--- config.mk ---
export PLATFORM = sky130hd
export DESIGN_NAME = humidity_temp_frame_decoder
export DESIGN_NICKNAME = d
export VERILOG_FILES = /design/src/rtl/core/htfd_pkg.sv /design/src/rtl/core/htfd_front.sv /design/src/rtl/core/htfd_queue.sv /design/src/rtl/core/htfd_back.sv /design/src/rtl/core/humidity_temp_frame_decoder.sv
export SDC_FILE = /design/constraint.sdc
export NUM_CORES = 1
export LEC_CHECK = 0
export BUFFER_PORTS_ARGS = -buffer_cell sky130_fd_sc_hd__buf_2
export CAP_MARGIN = 25
export CORE_MARGIN = 2
export CORE_UTILIZATION = 25
export CTS_BUF_LIST = sky130_fd_sc_hd__clkbuf_8
export DETAILED_ROUTE_END_ITERATION = 12
export PLACE_DENSITY = 0.48
export SYNTH_ARGS = -nofsm -noshare
export SYNTH_HDL_FRONTEND = slang
export SYNTH_HIERARCHICAL = 1
export SYNTH_SLANG_ARGS = --single-unit
--- constraint.sdc ---
create_clock -name clk -period 5.35 [get_ports clk]
set_input_delay 0.535 -clock clk [delete_from_list [all_inputs] [get_ports clk]]
set_output_delay 0.535 -clock clk [all_outputs]
set_load 0.01 [all_outputs]
--- src/rtl/core/htfd_pkg.sv ---
// Shared types, constants and the CRC-8 step of the sensor frame decoder.
`default_nettype none

package htfd_pkg;

  // Byte slot within the six-byte reply, one-hot.
  typedef enum logic [5:0] {
    ST_T_HI  = 6'b000001,
    ST_T_LO  = 6'b000010,
    ST_T_CRC = 6'b000100,
    ST_H_HI  = 6'b001000,
    ST_H_LO  = 6'b010000,
    ST_H_CRC = 6'b100000
  } state_t;

  // One complete reply, as handed from the front end to the back end.
  typedef struct packed {
    logic [15:0] temp_word;
    logic [15:0] hum_word;
    logic        temp_crc_ok;
    logic        hum_crc_ok;
  } frame_t;

  localparam int unsigned QUEUE_DEPTH = 2;

  localparam logic [7:0] CRC_INIT = 8'hFF;
  localparam logic [7:0] CRC_POLY = 8'h31;

  // Scale factors: value = offset + (scale * raw) >> 16
  localparam logic [14:0] TEMP_SCALE = 15'd17500;
  localparam logic [13:0] HUM_SCALE  = 14'd10000;

  localparam logic signed [15:0] TEMP_OFFSET = -16'sd4500;
  localparam logic signed [15:0] TEMP_LOW    = -16'sd4000;
  localparam logic signed [15:0] TEMP_HIGH   = 16'sd12500;
  localparam logic [13:0]        HUM_MAX     = 14'd10000;

  // MSB-first CRC-8 over one byte, no reflection, no final xor.
  function automatic logic [7:0] crc8_update(input logic [7:0] crc, input logic [7:0] data);
    logic [7:0] c;
    c = crc ^ data;
    for (int i = 0; i < 8; i++) begin
      if (c[7]) begin
        c = {c[6:0], 1'b0} ^ CRC_POLY;
      end else begin
        c = {c[6:0], 1'b0};
      end
    end
    return c;
  endfunction

endpackage

`default_nettype wire

--- src/rtl/core/htfd_front.sv ---
// Front end: tracks the byte slot, runs the CRC and assembles complete replies.
`default_nettype none

module htfd_front (
  input  wire logic            clk,
  input  wire logic            rst_n,
  input  wire logic            byte_fire,
  input  wire logic [7:0]      data_byte,
  input  wire logic            frame_start,
  output logic                 push,
  output htfd_pkg::frame_t     push_frame
);

  htfd_pkg::state_t state_r, state_nxt, slot;
  logic [7:0]  crc_r, crc_nxt;
  logic [15:0] temp_word_r, temp_word_nxt;
  logic [7:0]  hum_hi_r, hum_hi_nxt;
  logic [7:0]  hum_lo_r, hum_lo_nxt;
  logic        temp_ok_r, temp_ok_nxt;

  assign slot = frame_start ? htfd_pkg::ST_T_HI : state_r;

  always_comb begin
    state_nxt     = state_r;
    crc_nxt       = crc_r;
    temp_word_nxt = temp_word_r;
    hum_hi_nxt    = hum_hi_r;
    hum_lo_nxt    = hum_lo_r;
    temp_ok_nxt   = temp_ok_r;
    push          = 1'b0;
    push_frame.temp_word   = temp_word_r;
    push_frame.hum_word    = {hum_hi_r, hum_lo_r};
    push_frame.temp_crc_ok = temp_ok_r;
    push_frame.hum_crc_ok  = (crc_r == data_byte);
    if (byte_fire) begin
      case (slot)
        htfd_pkg::ST_T_LO: begin
          crc_nxt       = htfd_pkg::crc8_update(crc_r, data_byte);
          temp_word_nxt = {temp_word_r[15:8], data_byte};
          state_nxt     = htfd_pkg::ST_T_CRC;
        end
        htfd_pkg::ST_T_CRC: begin
          temp_ok_nxt = (crc_r == data_byte);
          crc_nxt     = htfd_pkg::CRC_INIT;
          state_nxt   = htfd_pkg::ST_H_HI;
        end
        htfd_pkg::ST_H_HI: begin
          crc_nxt    = htfd_pkg::crc8_update(htfd_pkg::CRC_INIT, data_byte);
          hum_hi_nxt = data_byte;
          state_nxt  = htfd_pkg::ST_H_LO;
        end
        htfd_pkg::ST_H_LO: begin
          crc_nxt    = htfd_pkg::crc8_update(crc_r, data_byte);
          hum_lo_nxt = data_byte;
          state_nxt  = htfd_pkg::ST_H_CRC;
        end
        htfd_pkg::ST_H_CRC: begin
          push      = 1'b1;
          crc_nxt   = htfd_pkg::CRC_INIT;
          state_nxt = htfd_pkg::ST_T_HI;
        end
        default: begin
          // first byte of a reply (also any stray code)
          crc_nxt       = htfd_pkg::crc8_update(htfd_pkg::CRC_INIT, data_byte);
          temp_word_nxt = {data_byte, temp_word_r[7:0]};
          state_nxt     = htfd_pkg::ST_T_LO;
        end
      endcase
    end
  end

  always_ff @(posedge clk) begin
    if (!rst_n) begin
      state_r     <= htfd_pkg::ST_T_HI;
      crc_r       <= htfd_pkg::CRC_INIT;
      temp_word_r <= '0;
      hum_hi_r    <= '0;
      hum_lo_r    <= '0;
      temp_ok_r   <= 1'b0;
    end else begin
      state_r     <= state_nxt;
      crc_r       <= crc_nxt;
      temp_word_r <= temp_word_nxt;
      hum_hi_r    <= hum_hi_nxt;
      hum_lo_r    <= hum_lo_nxt;
      temp_ok_r   <= temp_ok_nxt;
    end
  end

endmodule

`default_nettype wire

--- src/rtl/core/htfd_queue.sv ---
// Short queue of complete replies between the front and back ends.
`default_nettype none

module htfd_queue #(
  parameter int unsigned Depth = htfd_pkg::QUEUE_DEPTH
) (
  input  wire logic             clk,
  input  wire logic             rst_n,
  input  wire logic             push,
  input  wire htfd_pkg::frame_t push_frame,
  output logic                  full,
  input  wire logic             pop,
  output logic                  head_valid,
  output htfd_pkg::frame_t      head_frame
);

  localparam int unsigned PtrW = (Depth > 1) ? $clog2(Depth) : 1;
  localparam int unsigned CntW = $clog2(Depth + 1);

  htfd_pkg::frame_t mem_r [Depth];
  logic [PtrW-1:0] wr_ptr_r, wr_ptr_nxt;
  logic [PtrW-1:0] rd_ptr_r, rd_ptr_nxt;
  logic [CntW-1:0] count_r, count_nxt;
  logic            do_push, do_pop;

  assign full       = (count_r == CntW'(Depth));
  assign head_valid = (count_r != '0);
  assign head_frame = mem_r[rd_ptr_r];
  assign do_push    = push && !full;
  assign do_pop     = pop && head_valid;

  always_comb begin
    wr_ptr_nxt = wr_ptr_r;
    rd_ptr_nxt = rd_ptr_r;
    count_nxt  = count_r;
    if (do_push) begin
      wr_ptr_nxt = (wr_ptr_r == PtrW'(Depth - 1)) ? '0 : wr_ptr_r + 1'b1;
    end
    if (do_pop) begin
      rd_ptr_nxt = (rd_ptr_r == PtrW'(Depth - 1)) ? '0 : rd_ptr_r + 1'b1;
    end
    if (do_push && !do_pop) begin
      count_nxt = count_r + 1'b1;
    end else if (do_pop && !do_push) begin
      count_nxt = count_r - 1'b1;
    end
  end

  always_ff @(posedge clk) begin
    if (!rst_n) begin
      wr_ptr_r <= '0;
      rd_ptr_r <= '0;
      count_r  <= '0;
    end else begin
      wr_ptr_r <= wr_ptr_nxt;
      rd_ptr_r <= rd_ptr_nxt;
      count_r  <= count_nxt;
    end
  end

  always_ff @(posedge clk) begin
    if (do_push) begin
      mem_r[wr_ptr_r] <= push_frame;
    end
  end

endmodule

`default_nettype wire

--- src/rtl/core/htfd_back.sv ---
// Back end: scales the raw words, checks range and holds the result for the consumer.
`default_nettype none

module htfd_back (
  input  wire logic             clk,
  input  wire logic             rst_n,
  input  wire logic             head_valid,
  input  wire htfd_pkg::frame_t head_frame,
  output logic                  pop,
  output logic                  out_valid,
  input  wire logic             out_ready,
  output logic signed [14:0]    out_temperature_centi,
  output logic [13:0]           out_humidity_centi,
  output logic                  out_temp_crc_ok,
  output logic                  out_hum_crc_ok,
  output logic                  out_in_range,
  output logic                  out_reading_valid
);

  // Stage 1: scaling products
  logic        s1_valid_r, s1_valid_nxt;
  logic [14:0] s1_temp_q_r;
  logic [13:0] s1_hum_q_r;
  logic        s1_tok_r, s1_hok_r;
  logic [30:0] prod_t;
  logic [29:0] prod_h;

  // Stage 2: result register
  logic        out_valid_r, out_valid_nxt;
  logic signed [15:0] temp_full;
  logic        rng;

  logic out_adv, s1_adv;

  assign out_adv = !out_valid_r || out_ready;
  assign s1_adv  = !s1_valid_r || out_adv;
  assign pop     = s1_adv;

  assign prod_t = 31'(htfd_pkg::TEMP_SCALE) * 31'(head_frame.temp_word);
  assign prod_h = 30'(htfd_pkg::HUM_SCALE) * 30'(head_frame.hum_word);

  assign s1_valid_nxt  = s1_adv ? head_valid : s1_valid_r;
  assign out_valid_nxt = out_adv ? s1_valid_r : out_valid_r;

  assign temp_full = $signed({1'b0, s1_temp_q_r}) + htfd_pkg::TEMP_OFFSET;
  assign rng = (temp_full > htfd_pkg::TEMP_LOW) && (temp_full < htfd_pkg::TEMP_HIGH) &&
               (s1_hum_q_r <= htfd_pkg::HUM_MAX);

  always_ff @(posedge clk) begin
    if (!rst_n) begin
      s1_valid_r  <= 1'b0;
      out_valid_r <= 1'b0;
    end else begin
      s1_valid_r  <= s1_valid_nxt;
      out_valid_r <= out_valid_nxt;
    end
  end

  always_ff @(posedge clk) begin
    if (s1_adv) begin
      s1_temp_q_r <= prod_t[30:16];
      s1_hum_q_r  <= prod_h[29:16];
      s1_tok_r    <= head_frame.temp_crc_ok;
      s1_hok_r    <= head_frame.hum_crc_ok;
    end
    if (out_adv) begin
      out_temperature_centi <= temp_full[14:0];
      out_humidity_centi    <= s1_hum_q_r;
      out_temp_crc_ok       <= s1_tok_r;
      out_hum_crc_ok        <= s1_hok_r;
      out_in_range          <= rng;
      out_reading_valid     <= s1_tok_r && s1_hok_r && rng;
    end
  end

  assign out_valid = out_valid_r;

endmodule

`default_nettype wire

--- src/rtl/core/humidity_temp_frame_decoder.sv ---
// Top level of the temperature/humidity sensor reply decoder.
//
// Decodes the six-byte reply of a temperature/humidity sensor, one byte per
// request: temperature high, temperature low, temperature CRC, humidity high,
// humidity low, humidity CRC. Each CRC-8 (polynomial 0x31, init 0xFF, MSB
// first) covers the two bytes of its word. The sixth byte of a reply yields
// one result request carrying temperature in hundredths of a degree
// (-4500 + (17500*raw) >> 16), humidity in hundredths of a percent
// ((10000*raw) >> 16), both CRC flags, a range flag (temperature strictly
// between -40.00 and 125.00, humidity at most 100.00) and an overall valid
// flag; the result is still delivered when a CRC fails. in_frame_start
// forces its byte to be taken as the first of a new reply and drops any
// partial one; after the sixth byte the slot wraps, so consecutive replies
// need no marker. One byte is taken every cycle while the queue has room:
// the front end (slot tracking, CRC) updates its registers as each byte is
// taken, and a completed reply waits in a queue of QueueDepth entries before
// a two-stage back end (constant multiply into the stage-1 registers, then
// offset and range check into the output register). in_ready drops only while
// the queue is full, which happens only when the consumer holds out_ready low.
`default_nettype none

module humidity_temp_frame_decoder #(
  parameter int unsigned QueueDepth = htfd_pkg::QUEUE_DEPTH
) (
  input  wire logic        clk,
  input  wire logic        rst_n,
  // byte requests
  input  wire logic        in_valid,
  output logic             in_ready,
  input  wire logic [7:0]  in_data_byte,
  input  wire logic        in_frame_start,
  // result requests
  output logic             out_valid,
  input  wire logic        out_ready,
  output logic signed [14:0] out_temperature_centi,
  output logic [13:0]      out_humidity_centi,
  output logic             out_temp_crc_ok,
  output logic             out_hum_crc_ok,
  output logic             out_in_range,
  output logic             out_reading_valid
);

  logic             byte_fire;
  logic             push;
  htfd_pkg::frame_t push_frame;
  logic             q_full;
  logic             pop;
  logic             head_valid;
  htfd_pkg::frame_t head_frame;

  // Hold off bytes only while no room is left for a finished reply.
  assign in_ready  = !q_full;
  assign byte_fire = in_valid && in_ready;

  htfd_front u_front (
    .clk         (clk),
    .rst_n       (rst_n),
    .byte_fire   (byte_fire),
    .data_byte   (in_data_byte),
    .frame_start (in_frame_start),
    .push        (push),
    .push_frame  (push_frame)
  );

  htfd_queue #(
    .Depth (QueueDepth)
  ) u_queue (
    .clk        (clk),
    .rst_n      (rst_n),
    .push       (push),
    .push_frame (push_frame),
    .full       (q_full),
    .pop        (pop),
    .head_valid (head_valid),
    .head_frame (head_frame)
  );

  htfd_back u_back (
    .clk                   (clk),
    .rst_n                 (rst_n),
    .head_valid            (head_valid),
    .head_frame            (head_frame),
    .pop                   (pop),
    .out_valid             (out_valid),
    .out_ready             (out_ready),
    .out_temperature_centi (out_temperature_centi),
    .out_humidity_centi    (out_humidity_centi),
    .out_temp_crc_ok       (out_temp_crc_ok),
    .out_hum_crc_ok        (out_hum_crc_ok),
    .out_in_range          (out_in_range),
    .out_reading_valid     (out_reading_valid)
  );

endmodule

`default_nettype wire

### Word-level counts from Yosys, hierarchy flattened

Memories as Yosys holds them, arrays and structs flattened. A register that Yosys moved wholly into a read port is not among the register bits.
Index checks and enable logic that the tools add are counted.
Widths: inputs -> output; s select.

* add/sub/neg operators: 5
* $mul: 2
* div/mod/pow operators: 0
* $lt $le $gt $ge: 3
* eq/ne operators: 7
* shift operators: 0
* multiplexer cells: 100
* bitwise operators: 34
* reductions and logical operators: 26

Operators with widths (number)
* $mux 8: 56
* $mux 6: 31
* $not 3->3: 30
* $pmux 16 s2: 1
* $pmux 8 s4: 1
* $pmux 6 s5: 1
* $mul 13x16->29 const A: 1
* $mul 10x16->26 const A: 1
* $add 16x14->16 const B: 1
* $gt 16x13->1 const B: 1
* $lt 16x15->1 const B: 1
* $le 14x14->1 const B: 1
* $logic_and 1x1->1: 9
* $eq 8x8->1: 1
* $mux 1: 8
* $not 8->8: 1
* $xor 8x8->8: 1
* $eq 6x2->1 const B: 1
* $eq 6x3->1 const B: 1
* $eq 6x4->1 const B: 1
* $eq 6x5->1 const B: 1
* $eq 6x6->1 const B: 1
* $reduce_and 2->1: 3
* $reduce_and 3->1: 2
* other kinds (12): 21

* register bits: 117
* bits in latches: 0
* bits in writable memories: 68
* ROM bits: 0
* output and inout port bits: 35
* memories kept: 1

Memories
* u_queue.mem_r: words 2, width 34, rd ports 1, clocked after memory_dff 1, write ports 1, RTL line htfd_queue.sv:20 `htfd_pkg::frame_t mem_r [Depth];`

### Longest topological paths before layout

Gate-level depths: netlist (run 1).

* depth after elaboration: 32
* gate-level depth with buffers: 22
* depth with buffers taken out: 20

### Hierarchy

Netlist (run 1), hierarchy kept.

By module, submodules not included
* htfd_back: times used 1, cells an instance 715, area an instance 7821.3 um^2, seq. area each 1961.9 um^2
* htfd_queue: times used 1, cells an instance 131, area an instance 2688.8 um^2, seq. area each 2142.1 um^2
* htfd_front: times used 1, cells an instance 239, area an instance 2348.5 um^2, seq. area each 940.9 um^2
* humidity_temp_frame_decoder: times used 1, cells an instance 2, area an instance 10.0 um^2, seq. area each 0.0 um^2

### Worst setup path before layout (run 1)

OpenSTA, ideal clock, no wires.

* path kind: reg-to-reg
* from: register (tool-made name)
* to: register u_back.s1_temp_q_r[13], data pin
* arrival time: 4.881 ns
* data required time: 5.088 ns
* slack: 0.207 ns
* cell stages (with the launch flop): 21
* period minus slack after synthesis: 5.143 ns
* cells stage by stage: dfxtp_1 > buf_2 > buf_4 > mux2_2 > ha_1 > inv_1 > fa_1 > inv_1 > ha_1 > fa_1 > inv_1 > fa_1 > inv_1 > ha_1 > a21o_1 > a2111oi_4 > nand4_1 > o211ai_2 > o41ai_2 > a221oi_2 > xnor2_1

RTL lines
* end signal, assigned: RTL line htfd_back.sv:61 `s1_temp_q_r <= prod_t[30:16];`
* end, declared: RTL line htfd_back.sv:22 `logic [14:0] s1_temp_q_r;`

==> flow_summary_export.csv, run 1 <==
group,metric,value,unit
global_route,grt_start_max_net_pins,41,
synth,post_synth_num_cell_types,84,
timing,fmax,195,MHz
global_route,gr-usage-all-layers,9.98,%
timing,slew_violations,0,
global_route,grt_pass1_vias,7957,
floorplanning,die_width,231,um
detailed_routing,wl_per_cell,13.9,um
clocking,cts.sinks,186,
flow_run,cap_viol_max_count,0,
critical_path,critical_path.slowest_cell,"fa_1",
synth,synth_flop_cell,"edfxtp_1",
timing,setup_viol,0,
clocking,clkLatencyLatePin,0.50,ns
timing,rsz0062_at_grt,"no",
timing,worst_slack,0.231,ns
floorplanning,initial_core_util,25.2,%
critical_path,cp_top_family,"adder cells",
clocking,cts_max_level,4,
synth,synth-edff-count,132,
global_route,antenna_found_initial,0,
floorplanning,coreArea,51100,um2
timing,finClkSkew,0.0212,ns
critical_path,arrival,5.36,ns
outcome,status,"finished clean",
final_layout,n_antenna_cell,0,
timing,holdWs,0.348,ns
floorplanning,rows,83,
final_layout,mostFrequentLayoutCell,"ha_1",
detailed_routing,vias_per_cell,4.20,
clocking,cts_tree,"yes",
clocking,cts_buffer_depth,2,
critical_path,critPathKind,"flop to flop",
final_layout,mostFrequentLayoutCells,"ha_1, inv_1, edfxtp_1",
timing,finalCritPeriodShare,95.7,%
clocking,cts_root_buf,"clkbuf_8",
place,io_buffers,47,
critical_path,startpoint_type,"flop",
timing,slew_headroom,50.9,%
critical_path,crit_path_max_incr_delay,0.51,ns
synth,synth_fp_nets,1345,
floorplanning,fp.dieArea,53300,um2
clocking,clk_transition_reported_paths,0.11,ns
timing,tightestPinTransition,0.736,ns
min_path,holdCritStartpoint,"rst_n",
critical_path,cp_max_fo,11,
floorplanning,die_h,231,um
detailed_routing,dr.pass1.iters,4,
clocking,cts_hold_buffers,0,
synth,ys_seq_area_share,39.2,%
detailed_routing,ant_nets,0,
detailed_routing,routed-via-count,7775,
final_layout,synthToLayoutAreaGrowth,13.1,%
critical_path,cp_num_buf_inv,6,
synth,syn_inst,1087,
critical_path,crit_path_cell_trace,"buf_12, mux2_2, buf_4, ha_1, inv_1, fa_1, inv_1, ha_1, fa_1, inv_1, fa_1, inv_2, ha_4, a21o_4, a2111oi_4, nand4_1, o211ai_2, o41ai_4, a221oi_2, xnor2_1",
critical_path,setup.worst_path.end_class,"flop",
synth,syn_avg_cell_area,11.8,um2
synth,ys_warn_count,6,
critical_path,cp.required,5.59,ns
place,dp_slack,0.0338,ns
place,gp_congestion,0.812,
global_route,globalRouteOverflowTotal,0,
timing,period_minus_slack,5.12,ns
timing,hold_viol_final,0,
final_layout,nets,1415,
min_path,hold_path.class,"primary input to flop",
final_layout,drive_gt1_share,15.9,%
clocking,cts_buffers,17,
global_route,grt_pass1_wl,42.1,mm
detailed_routing,routed_wl,25.7,mm
synth,synth-seq-cells,186,
timing,setup_tns,0,ns
place,post-dp-hpwl,19.9,mm
floorplanning,pin_count,48,
synth,syn_area,12900,um2
detailed_routing,drc,0,
synth,async_flop_share,0,%
detailed_routing,drtIter0Drc,312,
==> state kept, by name, summed over array words and instances, names as in the netlist, named ones only <==
register	count
u_queue/count_r	2
u_front/hum_hi_r	8
u_back/out_in_range	1
u_back/out_temperature_centi	15
u_queue/rd_ptr_r	1
u_back/s1_tok_r	1
u_back/out_reading_valid	1
u_back/s1_valid_r	1
u_front/state_r	6
u_back/out_valid	1
u_back/s1_hok_r	1
u_back/out_hum_crc_ok	1
u_front/hum_lo_r	8
u_queue/wr_ptr_r	1
u_front/crc_r	8
u_front/temp_word_r	16
u_back/out_humidity_centi	14
u_queue/mem_r	68
u_front/temp_ok_r	1
u_back/out_temp_crc_ok	1
u_back/s1_hum_q_r	14
u_back/s1_temp_q_r	15
==> cell usage after synthesis, drive strengths merged (5+ instances only) <==
cell type / n / area share, %
nor2: 60 / 1.8
mux2i: 34 / 2.6
nand2b: 5 / 0.30
a31oi: 7 / 0.39
and2: 7 / 0.34
dfxtp: 54 / 8.4
o211ai: 5 / 0.33
a21oi: 41 / 1.7
nand4: 10 / 0.49
ha: 167 / 16
inv: 171 / 5.0
nor2b: 6 / 0.29
fa: 78 / 12
xor2: 26 / 1.8
xnor2: 50 / 3.5
nor3: 7 / 0.40
o21ai: 21 / 0.82
buf: 13 / 0.73
a21o: 14 / 0.82
nand3: 14 / 0.58
or3: 5 / 0.28
nand2: 33 / 0.96
clkbuf: 13 / 0.39
mux2: 34 / 3.0
edfxtp: 132 / 31
o21bai: 6 / 0.35
==> final timing paths <==
check | end | slack, ns | cells past startpoint
max reg2reg | u_back/s1_temp_q_r[13]$_DFFE_PP_ | 0.23 | 20
min reg2reg | u_back/out_humidity_centi[2]$_DFFE_PP_ | 0.45 | 0
min | u_front/crc_r[0]$_SDFFE_PN1P_ | 0.35 | 2
max | u_back/s1_temp_q_r[13]$_DFFE_PP_ | 0.23 | 20
==> metal layers <==
layer | GRT usage (%) | wire (um) | vias to the layer above
li1 | - | - | 3920
met1 | 13.5 | 12800 | 3745
met2 | 16.4 | 12100 | 96
met3 | 1.85 | 611 | 14
met4 | 2.48 | 257 | 0
met5 | 0 | 0 | -
==> stage by stage <==
| stage | util (%) | cells | cell area, um2 |
|---|---|---|---|
| after floorplan | - | 1087 | 12900 |
| after global placement | 27.4 | 1812 | 14000 |
| after detailed placement | 27.4 | 1813 | 14000 |
| after CTS | 28.2 | 1845 | 14400 |
| after global routing | 28.5 | 1850 | 14600 |
| final | 28.5 | 1850 | 14600 |
==> cell type report <==
cell class	count	area, um2
clock inverters	15	155
multi-input cells	704	7130
inverters	171	646
clock buffers	17	234
well taps	680	851
repair buffers	77	494
fillers	5300	36500
flip-flops and latches	186	5050
==> cells by family (layout without fill, tap and decap cells) <==
family / count (synthesis) / in the layout / synth area share [%]
fa+ha+maj: 245 / 245 / 28.4
buf+inv: 197 / 280 / 6.11
flops: 186 / 186 / 39.2
simple gates: 174 / 174 / 7.14
compound gates: 138 / 138 / 7.74
xor+xnor: 79 / 79 / 5.82
mux: 68 / 68 / 5.62
==> worst register-to-register path, delay by kind of cell, from the launching register on <==
| kind | cells | cell delay [ns] |
|---|---|---|
| AO/OA/AOI/OAI | 5 | 1.18 |
| adder cells (fa/ha/maj) | 6 | 2.14 |
| flip-flops | 1 | 0.37 |
| buffers and inverters | 6 | 0.58 |
| multiplexers | 1 | 0.36 |
| AND/OR/NAND/NOR | 1 | 0.15 |
| XOR/XNOR | 1 | 0.12 |
==> repair_timing <==
item,CTS,global route
endpoints found under the setup margin,0,15
gates resized for setup,0,24
buffers inserted,0,4
hold endpoints to repair,0,0
Power of run 1 is not shown: default switching activity piles up to over one toggle a cycle in this logic, so the estimate is an artifact.
==> run 2, diff against run 1 <==
Settings changed: GPL_ROUTABILITY_DRIVEN set to 0, SYNTH_HIERARCHICAL 1 to not set.
==> run 2 against run 1 <==
Against the previous run:
- clock skew decreased by 0.0036 ns
- global-route usage increased by 0.077 points
- flip-flop and latch count unchanged
- register-to-register slack about the same
- hold slack improved by 0.047 ns
- first-iteration DRC count decreased by 19%
- via count increased by 2.1%
- synthesized cell count decreased by 0.37%
- fmax decreased by 0.14%
- highest routed layer unchanged
==> flow_summary_export.csv, run 2 <==
group,metric,value,unit
outcome,status,"finished clean",
timing,finalCritPeriodShare,95.8,%
timing,tightestPinTransition,0.880,ns
final_layout,mostFrequentLayoutCells,"ha_1, inv_1, edfxtp_1",
synth,syn_avg_cell_area,11.7,um2
critical_path,worstRegToRegCells,21,
place,dp.cells,1848,
detailed_routing,drc,0,
final_layout,fillCellCount,5155,
floorplanning,pin_count,48,
synth,yosysMostFrequentCell,"ha_1",
critical_path,cp_max_fo,7,
synth,synth-edff-count,132,
synth,synth_fp_nets,1340,
timing,period_minus_slack,5.13,ns
detailed_routing,drtIter0Drc,254,
critical_path,arrival,5.38,ns
global_route,grt_pass1_vias,8121,
final_layout,registers.top_by_ff_count,"u_queue.mem_r",
timing,slew_violations,0,
clocking,cts_buffers,17,
floorplanning,die_h,229,um
min_path,holdCritStartpoint,"out_ready",
synth,async_flop_share,0,%
synth,synthTopCellsByArea,"edfxtp_1, ha_1, fa_1, dfxtp_1, inv_1",
floorplanning,rows,82,
clocking,cts_buffer_depth,2,
final_layout,synthToLayoutAreaGrowth,17.6,%
synth,synth_top_cell_area_share,31.3,%
final_layout,largest_register_ffs,68,
detailed_routing,routed_wl,25.6,mm
timing,setup_viol,0,
synth,yosys-top-cells-count,"ha_1, inv_1, edfxtp_1",
synth,ys_warn_count,0,
global_route,globalRouteOverflowTotal,0,
timing,hold_viol_final,0,
synth,syn_inst,1083,
synth,syn_area,12700,um2
critical_path,setup.worst_path.end_class,"flop",
clocking,clkLatencyLatePin,0.49,ns
flow_run,cap_viol_max_count,0,
place,io_buffers,47,
global_route,grt.busiest_layer,"met2",
global_route,grt_pass1_wl,42.2,mm
critical_path,startpoint_type,"flop",
floorplanning,die_width,229,um
detailed_routing,vias_per_cell,4.21,
clocking,cts_hold_buffers,0,
floorplanning,coreArea,50200,um2
place,post-dp-hpwl,19.8,mm
synth,synth_area_leader_cell,"edfxtp_1",
clocking,cts_tree,"yes",
final_layout,nets,1459,
global_route,gr-usage-met2,16.5,%
final_layout,mostFrequentLayoutCell,"ha_1",
timing,fmax,195,MHz
global_route,gr-usage-all-layers,10.1,%
global_route,met1_usage,13.6,%
detailed_routing,wl_per_cell,13.5,um
clocking,cts.sinks,186,
synth,ys_seq_area_share,39.8,%
detailed_routing,dr.pass1.iters,5,
synth,synth_flop_cell,"edfxtp_1",
synth,synth-seq-cells,186,
final_layout,layout.cells.non_filler,1888,
critical_path,rrSetupSlack,0.22,ns
critical_path,critPathKind,"flop to flop",
final_layout,top_regs,"u_queue.mem_r (68), u_front.temp_word_r (16)",
final_layout,post-route-util,29.7,%
global_route,grt_use_met3,1.68,%
detailed_routing,routed-via-count,7941,
floorplanning,fp.dieArea,52600,um2
global_route,antenna_found_initial,0,
timing,slew_headroom,41.4,%
clocking,cts_max_level,4,
clocking,clk_transition_reported_paths,0.11,ns
global_route,grt_start_max_net_pins,53,
critical_path,cp.required,5.61,ns
clocking,cts_root_buf,"clkbuf_8",
timing,finClkSkew,0.0176,ns
min_path,hold_path.class,"primary input to flop",
detailed_routing,ant_nets,0,
min_path,min_path_cells,3,
critical_path,r2r-end,"u_back.s1_temp_q_r[13]$_DFFE_PP_",
min_path,hold_end,"u_back.out_valid$_SDFFE_PN0P_",
final_layout,drive_gt1_share,18.4,%
synth,post_synth_num_cell_types,69,
floorplanning,initial_core_util,25.3,%
## run 2: cell types whose count changed in the layout (fill, tap and decap cells not counted), moves of 8 or more
cell and delta:
mux2_2 -19, buf_4 +48, mux2i_1 +9, nor2b_1 +35, inv_1 -19, nand2_1 +8, nor2_1 -22, a21oi_1 -9
## run 2: metal layers
metal	wire length, um	vias to the layer above
li1	-	3997
met1	13000	3842
met2	11700	87
met3	607	15
met4	282	0
met5	0	-
## run 2: how the worst max path moves through the flow
stage / startpoint / endpoint / slack (ns) / cells past startpoint
2_1_floorplan: flop / u_back.s1_temp_q_r[13]$_DFFE_PP_ / 0.03 / 21
3_3_place_gp: flop / u_back.s1_hum_q_r[13]$_DFFE_PP_ / 0.04 / 19
3_5_place_dp: flop / u_back.s1_temp_q_r[13]$_DFFE_PP_ / -0.06 / 18
4_1_cts: flop / u_back.s1_hum_q_r[10]$_DFFE_PP_ / 0.009 / 21
5_1_grt: flop / u_back.s1_hum_q_r[10]$_DFFE_PP_ / -0.01 / 19
6_report: flop / u_back.s1_temp_q_r[13]$_DFFE_PP_ / 0.22 / 21
## run 2: cells by family after synthesis
family          after synthesis  share of synthesized area [%]
compound gates              141                           7.54
xor+xnor                     65                           4.67
fa+ha+maj                   244                           28.7
buf+inv                     178                           5.40
flops                       186                           39.8
mux                          69                           5.67
simple gates                200                           8.27
## run 2: per-stage QoR
| step | instance area (um2) | setup WS (ns) | hold slack (ns) | TNS, ns |
|---|---|---|---|---|
| after global placement | 14200 | 0.0448 | 0.432 | 0 |
| after CTS | 14600 | 0.00917 | 0.338 | 0 |
| final | 14900 | 0.224 | 0.394 | 0 |
| after floorplan | 12700 | 0.0265 | 0.418 | 0 |
| after global routing | 14900 | -0.0124 | 0.376 | -0.0240 |
| after detailed placement | 14200 | -0.0608 | 0.437 | -0.0608 |
## run 2: worst max-delay path, cell delays in order (launching register included)
cell and delay, ns:
dfxtp_4 0.44, buf_4 0.14, mux2i_2 0.23, inv_2 0.10, ha_1 0.28, inv_1 0.05, fa_1 0.51, inv_1 0.05
ha_1 0.30, fa_1 0.49, inv_1 0.06, fa_1 0.53, inv_1 0.06, ha_4 0.28, and3_1 0.17, a221oi_2 0.06
o21a_1 0.24, buf_4 0.15, o211a_4 0.24, o31ai_4 0.27, a21oi_2 0.10, xnor2_1 0.13
## run 2: final cells by class
type	count	area, um2	area share, %
inverters	151	567	3.80
repair buffers	127	883	5.92
diodes	1	2.50	0.0168
multi-input cells	719	7180	48.2
well taps	672	841	5.64
flip-flops and latches	186	5050	33.9
clock buffers	17	234	1.57
clock inverters	15	153	1.02
## run 2: what timing repair did
| item | 4_1_cts | 5_1_grt |
|---|---|---|
| pin swaps | 0 | 14 |
| gates resized for setup | 3 | 50 |
| endpoints found under the setup margin | 5 | 20 |
| setup buffers | 0 | 6 |
Power of run 2 is left out for the same reason.
